--- src/hdl/rsle_pkg.sv ---
// Shared constants for the raw string literal end scanner.
// Character codes, result codes and parameter defaults; no dependencies.
`timescale 1ns / 1ps

package rsle_pkg;

	// Width of the position and length fields on the ports.
	localparam int FIELD_W = 32;

	// Parameter defaults for the top level.
	localparam int MAX_DELIMITER_DEF  = 16;
	localparam int POSITION_WIDTH_DEF = 32;

	// Result codes.
	localparam logic [1:0] OUT_NOT_RAW = 2'd0;
	localparam logic [1:0] OUT_FOUND   = 2'd1;
	localparam logic [1:0] OUT_BAD     = 2'd2;

	// Character codes used by the prefix and delimiter rules.
	localparam logic [7:0] CH_LOWER_U = 8'h75;
	localparam logic [7:0] CH_UPPER_U = 8'h55;
	localparam logic [7:0] CH_UPPER_L = 8'h4C;
	localparam logic [7:0] CH_UPPER_R = 8'h52;
	localparam logic [7:0] CH_EIGHT   = 8'h38;
	localparam logic [7:0] CH_QUOTE   = 8'h22;
	localparam logic [7:0] CH_LPAREN  = 8'h28;
	localparam logic [7:0] CH_RPAREN  = 8'h29;
	localparam logic [7:0] CH_BSLASH  = 8'h5C;
	localparam logic [7:0] CH_SPACE   = 8'h20;
	localparam logic [7:0] CH_TAB     = 8'h09;
	localparam logic [7:0] CH_CR      = 8'h0D;

	// Characters that may not appear in a delimiter.
	function automatic logic bad_delim_char(input logic [7:0] c);
		return (c >= CH_TAB && c <= CH_CR) || c == CH_SPACE || c == CH_BSLASH ||
		       c == CH_RPAREN || c == CH_QUOTE;
	endfunction

endpackage

--- src/hdl/raw_string_literal_end_scanner.sv ---
// Raw string literal end scanner: prefix check, delimiter capture and terminator search.
// Depends on rsle_pkg for character codes, result codes and parameter defaults.
// Results are registered: each is loaded as its character is taken. The delimiter
// memory reads ahead, so one character per cycle is taken unless a held result stalls.
// Reset: arst_n clears the scan state to idle and empties the output register; the
// delimiter memory is not cleared, since only entries written in the current scan are read.
`timescale 1ns / 1ps

module raw_string_literal_end_scanner #(
	parameter int MAX_DELIMITER  = rsle_pkg::MAX_DELIMITER_DEF,
	parameter int POSITION_WIDTH = rsle_pkg::POSITION_WIDTH_DEF
) (
	input  logic                         clk,
	input  logic                         arst_n,
	input  logic                         in_valid,
	output logic                         in_stall,
	input  logic [7:0]                   ch,
	input  logic [rsle_pkg::FIELD_W-1:0] char_index,
	input  logic [rsle_pkg::FIELD_W-1:0] text_length,
	input  logic                         begin_req,
	input  logic                         prev_ident,
	input  logic                         beyond_end,
	input  logic                         final_char,
	output logic                         out_valid,
	input  logic                         out_stall,
	output logic [rsle_pkg::FIELD_W-1:0] end_position,
	output logic [1:0]                   outcome
);
	import rsle_pkg::*;

	// Width of the delimiter length (0 .. MAX_DELIMITER), of the match position
	// (0 .. MAX_DELIMITER + 1) and of a memory address.
	localparam int DLW = $clog2(MAX_DELIMITER + 1);
	localparam int MW  = $clog2(MAX_DELIMITER + 2);
	localparam int AW  = (MAX_DELIMITER > 1) ? $clog2(MAX_DELIMITER) : 1;

	// Reported positions are wrapped to POSITION_WIDTH bits, and never exceed the port width.
	localparam logic [FIELD_W-1:0] POS_MASK =
		(POSITION_WIDTH >= FIELD_W) ? {FIELD_W{1'b1}} :
		FIELD_W'((64'd1 << POSITION_WIDTH) - 64'd1);

	// Scan phases.
	localparam logic [2:0] PH_IDLE   = 3'd0;
	localparam logic [2:0] PH_PREFIX = 3'd1;
	localparam logic [2:0] PH_DELIM  = 3'd2;
	localparam logic [2:0] PH_SEARCH = 3'd3;
	localparam logic [2:0] PH_DONE   = 3'd4;

	// Progress through the prefix: nothing yet, 'u', 'U' or 'L', 'R', "u8".
	localparam logic [2:0] PP_NONE = 3'd0;
	localparam logic [2:0] PP_U    = 3'd1;
	localparam logic [2:0] PP_UL   = 3'd2;
	localparam logic [2:0] PP_R    = 3'd3;
	localparam logic [2:0] PP_U8   = 3'd4;

	logic [2:0]     phase_q;
	logic [2:0]     pp_q;
	logic [DLW-1:0] dlen_q;
	logic [MW-1:0]  mp_q;

	// The delimiter store and its registered read port. While searching, the byte
	// for the next expected match position is fetched at the edge that takes the
	// current character, so it is waiting when the next character arrives. Writes
	// happen only while the delimiter is captured and reads only while searching,
	// so the two ports never touch the same entry in one cycle.
	logic [7:0]     delim_mem [MAX_DELIMITER];
	logic [7:0]     rd_data_q;

	logic           out_valid_q;
	logic [FIELD_W-1:0] end_pos_q;
	logic [1:0]     outcome_q;

	logic           in_accept;
	logic           res_v;
	logic [FIELD_W-1:0] res_pos;
	logic [1:0]     res_code;

	logic [2:0]     eff_phase, nxt_phase;
	logic [2:0]     eff_pp, nxt_pp;
	logic [DLW-1:0] eff_dlen, nxt_dlen;
	logic [MW-1:0]  eff_mp, nxt_mp;
	logic [MW-1:0]  dlen_ext;
	logic [MW-1:0]  rd_pos;
	logic [7:0]     expect_ch;
	logic           wr_en;
	logic           rd_en;

	// The output register parts the two sides: a new character is taken whenever
	// the held result is either absent or leaving in this cycle.
	assign in_stall  = out_valid_q && out_stall;
	assign in_accept = in_valid && !in_stall;

	always_comb begin
		res_v     = 1'b0;
		res_pos   = '0;
		res_code  = OUT_NOT_RAW;
		wr_en     = 1'b0;
		expect_ch = CH_RPAREN;

		// A begin request restarts the scan, dropping any scan in progress.
		eff_phase = phase_q;
		eff_pp    = pp_q;
		eff_dlen  = dlen_q;
		eff_mp    = mp_q;
		if (begin_req) begin
			eff_phase = PH_PREFIX;
			eff_pp    = PP_NONE;
			eff_dlen  = '0;
			eff_mp    = '0;
		end
		nxt_phase = eff_phase;
		nxt_pp    = eff_pp;
		nxt_dlen  = eff_dlen;
		nxt_mp    = eff_mp;
		dlen_ext  = MW'(eff_dlen);

		if (begin_req && (beyond_end || prev_ident)) begin
			// Rejected start: past the end, or inside an identifier.
			res_v = 1'b1;
		end else begin
			case (eff_phase)
				PH_PREFIX: begin
					case (eff_pp)
						PP_NONE: begin
							if (ch == CH_LOWER_U) begin
								nxt_pp = PP_U;
							end else if (ch == CH_UPPER_U || ch == CH_UPPER_L) begin
								nxt_pp = PP_UL;
							end else if (ch == CH_UPPER_R) begin
								nxt_pp = PP_R;
							end else begin
								res_v = 1'b1;
							end
						end
						PP_U: begin
							if (ch == CH_EIGHT) begin
								nxt_pp = PP_U8;
							end else if (ch == CH_UPPER_R) begin
								nxt_pp = PP_R;
							end else begin
								res_v = 1'b1;
							end
						end
						PP_UL, PP_U8: begin
							if (ch == CH_UPPER_R) begin
								nxt_pp = PP_R;
							end else begin
								res_v = 1'b1;
							end
						end
						PP_R: begin
							if (ch == CH_QUOTE) begin
								nxt_phase = PH_DELIM;
								nxt_dlen  = '0;
							end else begin
								res_v = 1'b1;
							end
						end
						default: begin
							res_v = 1'b1;
						end
					endcase
					if (!res_v && final_char) begin
						res_v = 1'b1;
						// A text that ends right after the opening quote is unterminated.
						if (eff_pp == PP_R) begin
							res_pos  = text_length & POS_MASK;
							res_code = OUT_BAD;
						end
					end
				end
				PH_DELIM: begin
					if (ch == CH_LPAREN) begin
						nxt_phase = PH_SEARCH;
						nxt_mp    = '0;
					end else if (bad_delim_char(ch) || eff_dlen >= DLW'(MAX_DELIMITER)) begin
						res_v = 1'b1;
					end else begin
						wr_en    = 1'b1;
						nxt_dlen = eff_dlen + DLW'(1);
					end
					if (final_char) begin
						res_v = 1'b1;
					end
					if (res_v) begin
						res_pos  = text_length & POS_MASK;
						res_code = OUT_BAD;
					end
				end
				PH_SEARCH: begin
					// Expected: ')' first, then each delimiter byte, then the quote.
					if (eff_mp == '0) begin
						expect_ch = CH_RPAREN;
					end else if (eff_mp <= dlen_ext) begin
						expect_ch = rd_data_q;
					end else begin
						expect_ch = CH_QUOTE;
					end
					if (ch == expect_ch) begin
						if (eff_mp >= dlen_ext + MW'(1)) begin
							res_v    = 1'b1;
							res_pos  = (char_index + FIELD_W'(1)) & POS_MASK;
							res_code = OUT_FOUND;
						end else begin
							nxt_mp = eff_mp + MW'(1);
						end
					end else begin
						// A stray ')' may itself open the terminator.
						nxt_mp = (ch == CH_RPAREN) ? MW'(1) : '0;
					end
					if (!res_v && final_char) begin
						res_v    = 1'b1;
						res_pos  = text_length & POS_MASK;
						res_code = OUT_BAD;
					end
				end
				default: begin
					// Idle or finished: characters are ignored until the next begin.
				end
			endcase
		end

		if (res_v) begin
			nxt_phase = PH_DONE;
		end
	end

	// Read-ahead for the next character while searching.
	assign rd_pos = nxt_mp - MW'(1);
	assign rd_en  = in_accept && nxt_phase == PH_SEARCH && nxt_mp != '0 &&
	                nxt_mp <= MW'(nxt_dlen);

	always_ff @(posedge clk) begin
		if (in_accept && wr_en) begin
			delim_mem[eff_dlen[AW-1:0]] <= ch;
		end
		if (rd_en) begin
			rd_data_q <= delim_mem[rd_pos[AW-1:0]];
		end
	end

	always_ff @(posedge clk or negedge arst_n) begin
		if (!arst_n) begin
			phase_q <= PH_IDLE;
			pp_q    <= PP_NONE;
			dlen_q  <= '0;
			mp_q    <= '0;
		end else if (in_accept) begin
			phase_q <= nxt_phase;
			pp_q    <= nxt_pp;
			dlen_q  <= nxt_dlen;
			mp_q    <= nxt_mp;
		end
	end

	// Output register: loaded by a result, emptied when the transaction completes.
	always_ff @(posedge clk or negedge arst_n) begin
		if (!arst_n) begin
			out_valid_q <= 1'b0;
		end else if (in_accept && res_v) begin
			out_valid_q <= 1'b1;
		end else if (!out_stall) begin
			out_valid_q <= 1'b0;
		end
	end

	always_ff @(posedge clk) begin
		if (in_accept && res_v) begin
			end_pos_q <= res_pos;
			outcome_q <= res_code;
		end
	end

	assign out_valid    = out_valid_q;
	assign end_position = end_pos_q;
	assign outcome      = outcome_q;

	// A held result that is stalled must hold the input back as well.
	a_stall_backpressure: assert property (@(posedge clk) disable iff (!arst_n)
		out_valid_q && out_stall |-> in_stall)
		else $error("input taken while a stalled result is held");

	// The match position never runs past the closing quote of the terminator.
	a_match_bound: assert property (@(posedge clk) disable iff (!arst_n)
		mp_q <= MW'(dlen_q) + MW'(1))
		else $error("match position beyond terminator length");

	// The captured delimiter never exceeds its limit.
	a_delim_bound: assert property (@(posedge clk) disable iff (!arst_n)
		dlen_q <= DLW'(MAX_DELIMITER))
		else $error("delimiter length beyond limit");

	// Every result ends the scan and lands in the output register.
	a_result_ends_scan: assert property (@(posedge clk) disable iff (!arst_n)
		in_accept && res_v |=> phase_q == PH_DONE && out_valid_q)
		else $error("result did not end the scan");

endmodule

--- config.mk ---
export PLATFORM = sky130hd
export DESIGN_NAME = raw_string_literal_end_scanner
export DESIGN_NICKNAME = d
export VERILOG_FILES = /design/src/hdl/rsle_pkg.sv /design/src/hdl/raw_string_literal_end_scanner.sv
export SDC_FILE = /design/constraint.sdc
export NUM_CORES = 1
export LEC_CHECK = 0
export ABC_AREA = 1
export ABC_CLOCK_PERIOD_IN_PS = 11700
export BUFFER_PORTS_ARGS = -buffer_cell sky130_fd_sc_hd__buf_2
export CORE_MARGIN = 2
export CORE_UTILIZATION = 43
export CTS_CLUSTER_DIAMETER = 100
export DETAILED_ROUTE_END_ITERATION = 6
export PLACE_DENSITY = 0.72
export SETUP_SLACK_MARGIN = 0.15
export SLEW_MARGIN = 20
export SYNTH_ARGS = -nofsm -noshare
export SYNTH_HDL_FRONTEND = slang
export SYNTH_SLANG_ARGS = --single-unit
--- constraint.sdc ---
create_clock -name clk -period 11.7 [get_ports clk]
set_clock_uncertainty 0.05 [all_clocks]
set_input_delay 1.17 -clock clk [delete_from_list [all_inputs] [get_ports clk]]
set_output_delay 1.17 -clock clk [all_outputs]
set_load 0.005 [all_outputs]
# Word level (Yosys, flattened, before mapping)
# Memories as Yosys holds them, arrays and structs flattened. A register that Yosys moved wholly into a read port is not among the register bits.
# Cells that the tools add are included.
# classes
muxes	76
eq_ne	20
add_sub_neg	4
magnitude_cmp	6
n_reduce_logical	25
# op_table
op	count
32-bit 2-to-1 mux	6
32-bit case mux with 3 select lines	1
5-bit 2-to-1 mux	11
8-bit by 6-bit == test with 1-bit output (second input constant)	5
8-bit by 7-bit == test with 1-bit output (second input constant)	5
3-bit 2-to-1 mux	13
32-bit by 1-bit adder with 32-bit output (second input constant)	1
8-bit 2-to-1 mux	4
1-bit 2-to-1 mux	30
5-bit case mux with 2 select lines	2
3-bit by 2-bit == test with 1-bit output (second input constant)	5
1-bit logical AND	11
5-bit by 1-bit adder with 5-bit output (second input constant)	2
5-bit less-or-equal comparator	2
3-bit case mux with 3 select lines	1
8-bit == test	1
8-bit by 4-bit greater-or-equal comparator with 1-bit output (second input constant)	1
8-bit by 4-bit less-or-equal comparator with 1-bit output (second input constant)	1
2-bit 2-to-1 mux	4
1-bit logical OR	7
3-bit by 1-bit == test with 1-bit output (second input constant)	2
2-bit case mux with 3 select lines	1
3-bit case mux with 2 select lines	1
5-bit greater-or-equal comparator	1
11 further kinds	13
# totals
register_bits	51
ram_bits	128
mem_count	1
out_inout_bits	36
# memory_table
memory	words	word_bits	read_ports	rd_clocked_by_memory_dff	wr	line	text
delim_mem	16	8	1	1	1	raw_string_literal_end_scanner.sv:66	logic [7:0] delim_mem [MAX_DELIMITER];

# Logic depth before layout (Yosys ltp)
# Gate-level depths: netlist of the first run.
# logic_depth
depth_word	20
mapped_depth	30

# Worst setup path after synthesis of the first run
# No wires, ideal clock.
# synth_path
path_type	input-to-reg
start	in begin_req
end	reg rd_data_q[0] (read register of delim_mem), enable pin
stages	25
n_path_buf	1
setup_time_ns	0.383
t_arrival_ns	4.643
t_required_ns	11.267
setup_slack_ns	6.624
path_cell_list	buf_4 -> nor2_1 -> inv_1 -> ha_1 -> inv_1 -> nand2_1 -> a21oi_1 -> o21ai_0 -> nand2_1 -> o21ai_1 -> nand3_1 -> nand2_1 -> inv_1 -> nand3_1 -> nor2_1 -> xnor2_1 -> o21ai_0 -> o21ai_0 -> inv_1 -> ha_1 -> a21oi_1 -> o221ai_1 -> o21ai_0 -> nand2_1 -> nor3_1
# synth_rtl
item	line	text
start, declared	raw_string_literal_end_scanner.sv:20	input logic begin_req,
5-bit 2-to-1 mux	raw_string_literal_end_scanner.sv:105	if (begin_req) begin
5-bit less-or-equal comparator	raw_string_literal_end_scanner.sv:194	end else if (eff_mp <= dlen_ext) begin
8-bit 2-to-1 mux	raw_string_literal_end_scanner.sv:194	
8-bit 2-to-1 mux	raw_string_literal_end_scanner.sv:192	if (eff_mp == '0) begin
8-bit 2-to-1 mux	raw_string_literal_end_scanner.sv:121	case (eff_phase)
8-bit 2-to-1 mux	raw_string_literal_end_scanner.sv:117	if (begin_req && (beyond_end || prev_ident)) begin
8-bit == test	raw_string_literal_end_scanner.sv:199	if (ch == expect_ch) begin
5-bit 2-to-1 mux	raw_string_literal_end_scanner.sv:199	
5-bit case mux with 2 select lines	raw_string_literal_end_scanner.sv:121	
5-bit 2-to-1 mux *	raw_string_literal_end_scanner.sv:117	
net nxt_mp[4]	raw_string_literal_end_scanner.sv:81	logic [MW-1:0] eff_mp, nxt_mp;
parallel branches: the longest is 2 deep, another holds 5-bit less-or-equal comparator	--	
1-bit logical AND *	raw_string_literal_end_scanner.sv:230	assign rd_en = in_accept && nxt_phase == PH_SEARCH && nxt_mp != '0 &&
net rd_en	raw_string_literal_end_scanner.sv:86	logic rd_en;
end, declared	raw_string_literal_end_scanner.sv:67	logic [7:0] rd_data_q;
# Mark *: on every way through the listed nets, which the timed path passes. The select of a mux whose other input is x is not followed.
# A chain may end at the register's enable or synchronous reset.

# Worst setup path in the final report of the first run
# layout_path
start	in begin_req
end	reg rd_data_q[6] (read register of delim_mem) (data pin)
# layout_via
elab_chain_len	20
# layout_lines
item	line	text
5-bit 2-to-1 mux	raw_string_literal_end_scanner.sv:105	
5-bit less-or-equal comparator	raw_string_literal_end_scanner.sv:194	
8-bit 2-to-1 mux	raw_string_literal_end_scanner.sv:194	
8-bit 2-to-1 mux	raw_string_literal_end_scanner.sv:192	
8-bit 2-to-1 mux	raw_string_literal_end_scanner.sv:121	
8-bit 2-to-1 mux	raw_string_literal_end_scanner.sv:117	
8-bit == test	raw_string_literal_end_scanner.sv:199	
1-bit 2-to-1 mux	raw_string_literal_end_scanner.sv:199	
[2 not listed]	--	
1-bit logical NOT	raw_string_literal_end_scanner.sv:211	if (!res_v && final_char) begin
1-bit logical AND	raw_string_literal_end_scanner.sv:211	
1-bit 2-to-1 mux	raw_string_literal_end_scanner.sv:211	
1-bit case mux with 3 select lines	raw_string_literal_end_scanner.sv:121	
1-bit 2-to-1 mux	raw_string_literal_end_scanner.sv:117	
3-bit 2-to-1 mux	raw_string_literal_end_scanner.sv:223	if (res_v) begin
3-bit by 2-bit == test with 1-bit output	raw_string_literal_end_scanner.sv:230	
1-bit logical AND (3 in series)	raw_string_literal_end_scanner.sv:230	
# Parallel ways exist; a longest one is shown, timed or not. The select of a mux whose other input is x is not followed.

==> impl_metrics.csv, run 1 <==
group,metric,value,unit
outcome,result_of_the_run,"complete, no violations",
job,timing.max_cap.violations,0,
finish,finalNetCount,1379,
global_routing,antenna_found_initial,0,
clock_network,postCtsSetupRepairBufs,0,
place,place.port_buffers,115,
clock_network,post_cts_resized,0,
worst_setup_path,r2r_cells,26,
clock_network,clkLatencyLatePin,0.44,ns
clock_network,clock_tree.htree_level_count,4,
global_routing,gr-usage-all-layers,0.218,
worst_setup_path,cp-end-kind,"flop",
global_routing,first_pass_grt_wire_length,43900,um
global_routing,grt_max_degree,70,
finish,synthToLayoutAreaGrowth,13.5,%
worst_setup_path,critical_path.startpoint,"begin_req",
global_routing,grt_overflow_total,0,
worst_setup_path,crit_end,"rd_data_q[6]$_DFFE_PP_",
detailed_routing,vias,8628,
detailed_routing,met2_wirelength,13300,um
synth,synth_warnings,0,
synth,synth_top_cells_by_area,"sky130_fd_sc_hd__edfxtp_1 49%, sky130_fd_sc_hd__nand3_1 8.7%, sky130_fd_sc_hd__nand2_1 7.7%",
pwr,total_power,1.48,mW
synth,synth-main-ff-cell,"sky130_fd_sc_hd__edfxtp_1",
floorplanning,core-area,23500,um2
detailed_routing,drtIter0Drc,933,
clock_network,numClockSinks,187,
hold_path,min_delay_startpoint,"dlen_q[4]$_DFFE_PN0P_",
sta,report.final.slew_viol_count,0,
worst_setup_path,timing.rr.end,"rd_data_q[6]$_DFFE_PP_",
pwr,power.leakage,5.06,nW
clock_network,cts-buffers-inserted,17,
detailed_routing,routed.top_layer,"met4",
synth,yosysSeqAreaShare,0.535,
detailed_routing,post_drt_via_cell_ratio,5.35,
floorplanning,die_height,159,um
detailed_routing,drtAntennaViolNets,0,
detailed_routing,first_pass_iters,6,
synth,synth_top_area_cell,"sky130_fd_sc_hd__edfxtp_1",
worst_setup_path,setup.worst_path.class,"in -> reg",
clock_network,postCtsHoldBufs,0,
clock_network,cts_buffer_depth,2,
sta,grt_setup_unrepaired,"no",
detailed_routing,routed_wire_length_per_instance,17.0,um
sta,setup_viol_count_final,0,
floorplanning,placement_rows,56,
worst_setup_path,worst_r2r_startpoint,"dlen_q[1]$_DFFE_PN0P_",
finish,number_of_fill_cells,2200,
synth,mapped_nets,1277,
worst_setup_path,worstPathRequired,11.84,ns
clock_network,worst_setup_hold_path_clk_slew,0.07,ns
detailed_routing,post-route-drc-count,0,
pwr,ir_drop,0.000102,V
floorplanning,fp.dieArea,25300,um2
sta,hold_viol_final,0,
sta,setup_tns,0,ns
place,placed_cell_areas,11200,um2
synth,synth-edff-count,170,
sta,min_period_over_period,0.510,
sta,worst_pin_slew,1.04,ns
detailed_routing,met3RoutedLength,1880,um
worst_setup_path,cp_data_arrival_time,6.11,ns
finish,fraction_of_layout_cells_with_a_size_suffix_above_1,0.142,
floorplanning,die_width,159,um
floorplanning,initial_core_util,0.439,
pwr,cellPowerDensity,126,nW/um2
synth,synth.top_cell.area_share,0.494,
sta,max_clock_freq,168,MHz
worst_setup_path,critical_path.n_buffers_inverters,7,
place,place.gp.congestion,0.963,
finish,antennaDiodeCount,0,
synth,synthCells,1179,
synth,postSynthAreaPerCell,8.77,um2
synth,syn-cell-area,10300,um2
detailed_routing,route.final.wire_length,27500,um
clock_network,cts_tree,"built",
hold_path,timing.hold.worst.class,"reg -> reg",
finish,final_cell_area,11700,um2
floorplanning,ios,116,
sta,maxSlewHeadroom,0.305,
detailed_routing,wl_met1,11500,um
worst_setup_path,crit_cells,25,
worst_setup_path,crit_path_max_incr_delay,0.56,ns
synth,yosys_register_bits,187,
worst_setup_path,crit_path_start_kind,"primary input",
worst_setup_path,setup.reg_to_reg.worst_slack,6.42,ns
sta,final_period_minus_worst_setup_slack,5.97,ns
place,dpl.hpwl,19300,um
worst_setup_path,cp_top_family,"buffers and inverters",
synth,yosys.cell_types.count,46,
synth,post_synthesis_async_set_or_reset_flop_share,0.0909,
global_routing,first_global_vias,8352,
clock_network,root_buffer_selected_by_cts,"sky130_fd_sc_hd__clkbuf_16",
worst_setup_path,critPathSlowestCell,"sky130_fd_sc_hd__inv_1",
worst_setup_path,crit_fanout,65,
[through the flow]
step	hold slack, ns	setup WS [ns]	util	std cells
2_1_floorplan	0.402	6.62	-	1179
3_3_place_gp	0.424	5.45	0.474	1581
3_5_place_dp	0.423	5.39	0.475	1581
4_1_cts	0.448	5.84	0.499	1612
5_1_grt	0.471	5.37	0.499	1612
6_report	0.449	5.73	0.499	1612
[worst min path at each step]
| stage | to | slack [ns] | depth (start not counted) |
|---|---|---|---|
| after floorplan | phase_q[1]$_DFFE_PN0P_ | 0.40 | 2 |
| after global placement | phase_q[1]$_DFFE_PN0P_ | 0.42 | 2 |
| after detailed placement | phase_q[1]$_DFFE_PN0P_ | 0.42 | 2 |
| after CTS | phase_q[1]$_DFFE_PN0P_ | 0.45 | 2 |
| after global routing | phase_q[1]$_DFFE_PN0P_ | 0.47 | 2 |
| final | dlen_q[4]$_DFFE_PN0P_ | 0.45 | 2 |
[area by class of cell]
type / count / area, um2 / area share
tap: 319 / 399 / 0.0340
sequential: 187 / 5530 / 0.471
multi-input combinational: 732 / 3780 / 0.322
inverter: 218 / 818 / 0.0697
timing repair buffer: 125 / 651 / 0.0554
clock buffer: 17 / 425 / 0.0362
clock inverter: 14 / 138 / 0.0117
[kinds of logic (layout without fill, tap and decap cells)]
family                   Yosys count  in the layout  share of synthesized area
AO/OA/AOI/OAI                    145            145                     0.0831
adder cells (fa/ha/maj)           18             18                     0.0218
XOR/XNOR                          11             11                     0.0111
flip-flops                       187            187                      0.535
buffers and inverters            260            374                      0.101
AND/OR/NAND/NOR                  558            558                      0.248
[routing by layer]
layer / global-route usage / up-vias
met2: 0.357 / 344
met4: 0.0769 / 0
li1: - / 4168
met5: 0 / -
met1: 0.292 / 4063
met3: 0.0388 / 53
[power by group]
group | switching [mW] | internal (mW) | leakage, nW
sequential | 0.00939 | 0.749 | 1.78
clock | 0.272 | 0.280 | 0.274
combinational | 0.115 | 0.0526 | 3.01
[cell usage in the layout (no fill, tap or decap), types with 7 or more instances in the layout]
cell / synthesis / layout
sky130_fd_sc_hd__inv_1: 211 / 211
sky130_fd_sc_hd__nand2_1: 213 / 210
sky130_fd_sc_hd__nand3_1: 179 / 179
sky130_fd_sc_hd__edfxtp_1: 170 / 170
sky130_fd_sc_hd__buf_2: 6 / 115
sky130_fd_sc_hd__nor2_1: 85 / 85
sky130_fd_sc_hd__o21ai_0: 53 / 53
sky130_fd_sc_hd__nand3b_1: 34 / 34
sky130_fd_sc_hd__a21oi_1: 33 / 33
sky130_fd_sc_hd__nor3_1: 22 / 21
sky130_fd_sc_hd__ha_1: 18 / 18
sky130_fd_sc_hd__clkbuf_16: 0 / 17
sky130_fd_sc_hd__dfrtp_1: 17 / 17
sky130_fd_sc_hd__buf_4: 9 / 10
sky130_fd_sc_hd__o21ai_1: 9 / 9
sky130_fd_sc_hd__nand4_1: 9 / 9
sky130_fd_sc_hd__nand2_2: 5 / 8
sky130_fd_sc_hd__a31oi_1: 7 / 7
sky130_fd_sc_hd__o31ai_1: 7 / 7
[cells in the mapped netlist (all sizes together), types with 3 or more instances]
library cell  count
nand2           219
nand3           181
xor2              6
o41ai             5
dfrtp            17
xnor2             5
ha               18
nor4              3
nor3             22
a31oi             7
buf              24
nand3b           34
a211oi            3
nand4             9
o21bai            5
edfxtp          170
a21oi            33
o211ai            4
o22ai             6
o31ai             7
nor2             88
o21ai            63
inv             217
clkbuf           18
[tightest hold or removal path: cells and delay by family (launching register included)]
kind	cells	cell delay (ns)
compound gates	1	0.06
flops	1	0.35
simple gates	1	0.05
[flip-flops by register name, indices dropped and copies added (netlist names)]
register and count:
dlen_q 5, pp_q 3, out_valid 1, delim_mem 128
end_position 32, mp_q 5, outcome 2, phase_q 3
rd_data_q 8
Power figures use the tool's default switching activity.
==> inputs of run 2 (changes only) <==
- ABC_CLOCK_PERIOD_IN_PS: 11700 -> 4800
- PLACE_DENSITY: 0.72 -> 0.74
- clock period: 11.7 -> 4.8 ns (I/O delays scaled with it)
==> impl_metrics.csv, run 2 (same netlist as run 1, synthesis figures left out) <==
group,metric,value,unit
global_routing,gr-usage-all-layers,0.223,
finish,multi_input_comb_area,3770,um2
worst_setup_path,setup.reg_to_reg.worst_slack,0.63,ns
pwr,internal_power_consumption,2.67,mW
worst_setup_path,critPathSlowestCell,"sky130_fd_sc_hd__ha_1",
finish,synthToLayoutAreaGrowth,15.1,%
sta,worst_pin_slew,0.833,ns
pwr,power.switching_fraction,0.284,
sta,max_clock_freq,239,MHz
worst_setup_path,worstPathRequired,4.90,ns
sta,setup_viol_count_final,0,
detailed_routing,routed_wire_length_per_instance,17.4,um
pwr,p_sw,1.06,mW
sta,report.final.slew_viol_count,0,
worst_setup_path,cp_top_family,"simple AND/OR/NAND/NOR gates",
worst_setup_path,critical_path.n_buffers_inverters,7,
clock_network,cts_tree,"built",
sta,maxSlewHeadroom,0.440,
clock_network,cts-buffers-inserted,17,
pwr,ir_drop,0.000246,V
clock_network,clkLatencyLatePin,0.44,ns
pwr,share_seq_of_total_power,0.495,
sta,final_period_minus_worst_setup_slack,4.18,ns
clock_network,numClockSinks,187,
finish,layout_common_cells,"210 x sky130_fd_sc_hd__inv_1, 210 x sky130_fd_sc_hd__nand2_1, 179 x sky130_fd_sc_hd__nand3_1, 170 x sky130_fd_sc_hd__edfxtp_1, 115 x sky130_fd_sc_hd__buf_2",
sta,hold_viol_final,0,
sta,setup_tns,0,ns
place,placed_cell_areas,11300,um2
worst_setup_path,crit_path_start_kind,"primary input",
detailed_routing,drtIter0Drc,916,
pwr,power.leakage,5.15,nW
global_routing,first_pass_grt_wire_length,44800,um
clock_network,cts_buffer_depth,2,
sta,grt_setup_unrepaired,"no",
global_routing,first_global_vias,8467,
floorplanning,fp.dieArea,25300,um2
sta,setup_ws,0.617,ns
finish,postLayoutCoreUtil,0.506,
job,timing.max_cap.violations,0,
outcome,result_of_the_run,"complete, no violations",
finish,final-instance-count-excl-fill,1629,
global_routing,grt_overflow_total,0,
place,pre_cts_slack,0.187,ns
pwr,power_frac_clock,0.389,
floorplanning,die_height,159,um
floorplanning,placement_rows,56,
detailed_routing,post_drt_via_cell_ratio,5.43,
finish,finalNetCount,1395,
clock_network,root_buffer_selected_by_cts,"sky130_fd_sc_hd__clkbuf_16",
floorplanning,die_width,159,um
finish,final_cell_area,11900,um2
place,place.port_buffers,115,
worst_setup_path,cp-end-kind,"flop",
worst_setup_path,crit_path_max_incr_delay,0.35,ns
place,numPlacedInstances,1596,
sta,min_period_over_period,0.871,
pwr,cellPowerDensity,313,nW/um2
worst_setup_path,crit_fanout,11,
finish,largest_reg_flops,128,
sta,hold-worst-slack,0.235,ns
global_routing,grt_max_degree,65,
worst_setup_path,setup.worst_path.class,"in -> reg",
finish,seqCellArea,5530,um2
finish,number_of_fill_cells,2184,
floorplanning,ios,116,
place,place.gp.congestion,0.987,
pwr,total_power,3.73,mW
detailed_routing,drtAntennaViolNets,0,
detailed_routing,route.final.wire_length,28300,um
floorplanning,core-area,23500,um2
place,dpl.hpwl,19800,um
detailed_routing,first_pass_iters,5,
finish,fraction_of_layout_cells_with_a_size_suffix_above_1,0.153,
clock_network,postCtsSetupRepairBufs,0,
detailed_routing,vias,8838,
hold_path,timing.hold.worst.class,"in -> reg",
pwr,combPwrFrac,0.116,
finish,antennaDiodeCount,0,
floorplanning,initial_core_util,0.439,
global_routing,antenna_found_initial,0,
detailed_routing,post-route-drc-count,0,
clock_network,worst_setup_hold_path_clk_slew,0.08,ns
worst_setup_path,cp_data_arrival_time,4.28,ns
clock_network,clock_tree.htree_level_count,4,
## run 2: changes by cell type in the layout (fill, tap and decap cells not counted), sizes merged
cell | before | now
buf | 125 | 140
clkinv | 10 | 8
inv | 221 | 223
clkinvlp | 1 | 2
dlygate4sd3 | 0 | 1
## run 2: final cells by class
class                   count  share of cell area
repair buffers            141              0.0649
flip-flops and latches    187               0.464
clock inverters            15              0.0159
clock buffers              17              0.0357
inverters                 218              0.0687
well taps                 319              0.0335
multi-input cells         732               0.317
## run 2: timing repair
item / 4_1_cts / 5_1_grt
endpoints found under the setup margin: 0 / 8
hold endpoints to repair: 17 / 0
resized for setup: 0 / 1
hold buffers: 1 / 0
## run 2: power groups by stage
stage,Sequential (mW),Clock (mW),Combinational [mW]
2_1_floorplan,1.88,0,0.243
3_3_place_gp,1.88,0,0.415
3_5_place_dp,1.88,0,0.421
4_1_cts,1.85,1.45,0.424
5_1_grt,1.85,1.52,0.484
6_report,1.85,1.45,0.432
## run 2: final timing paths
check,start,endpoint,depth (start not counted)
min in group asynchronous,arst_n,dlen_q[0]$_DFFE_PN0P_,2
max in group asynchronous,arst_n,mp_q[3]$_DFFE_PN0P_,2
worst min register to register,phase_q[1]$_DFFE_PN0P_,phase_q[1]$_DFFE_PN0P_,2
worst max register to register,dlen_q[1]$_DFFE_PN0P_,rd_data_q[1]$_DFFE_PP_,26
worst min-delay path,out_stall,out_valid$_DFFE_PN0P_,3
worst max-delay path,begin_req,rd_data_q[1]$_DFFE_PP_,25
## run 2: per-layer routing
layer	GRT usage	share of wire	routed length (um)
met1	0.300	0.42	11800
met3	0.0383	0.081	2300
met2	0.361	0.47	13400
met5	0	0	0
met4	0.0901	0.028	780
## run 2: worst min-delay path, stage by stage
cell and delay [ns]:
sky130_fd_sc_hd__buf_2 0.08, sky130_fd_sc_hd__nand2_1 0.07, sky130_fd_sc_hd__nand2_1 0.07
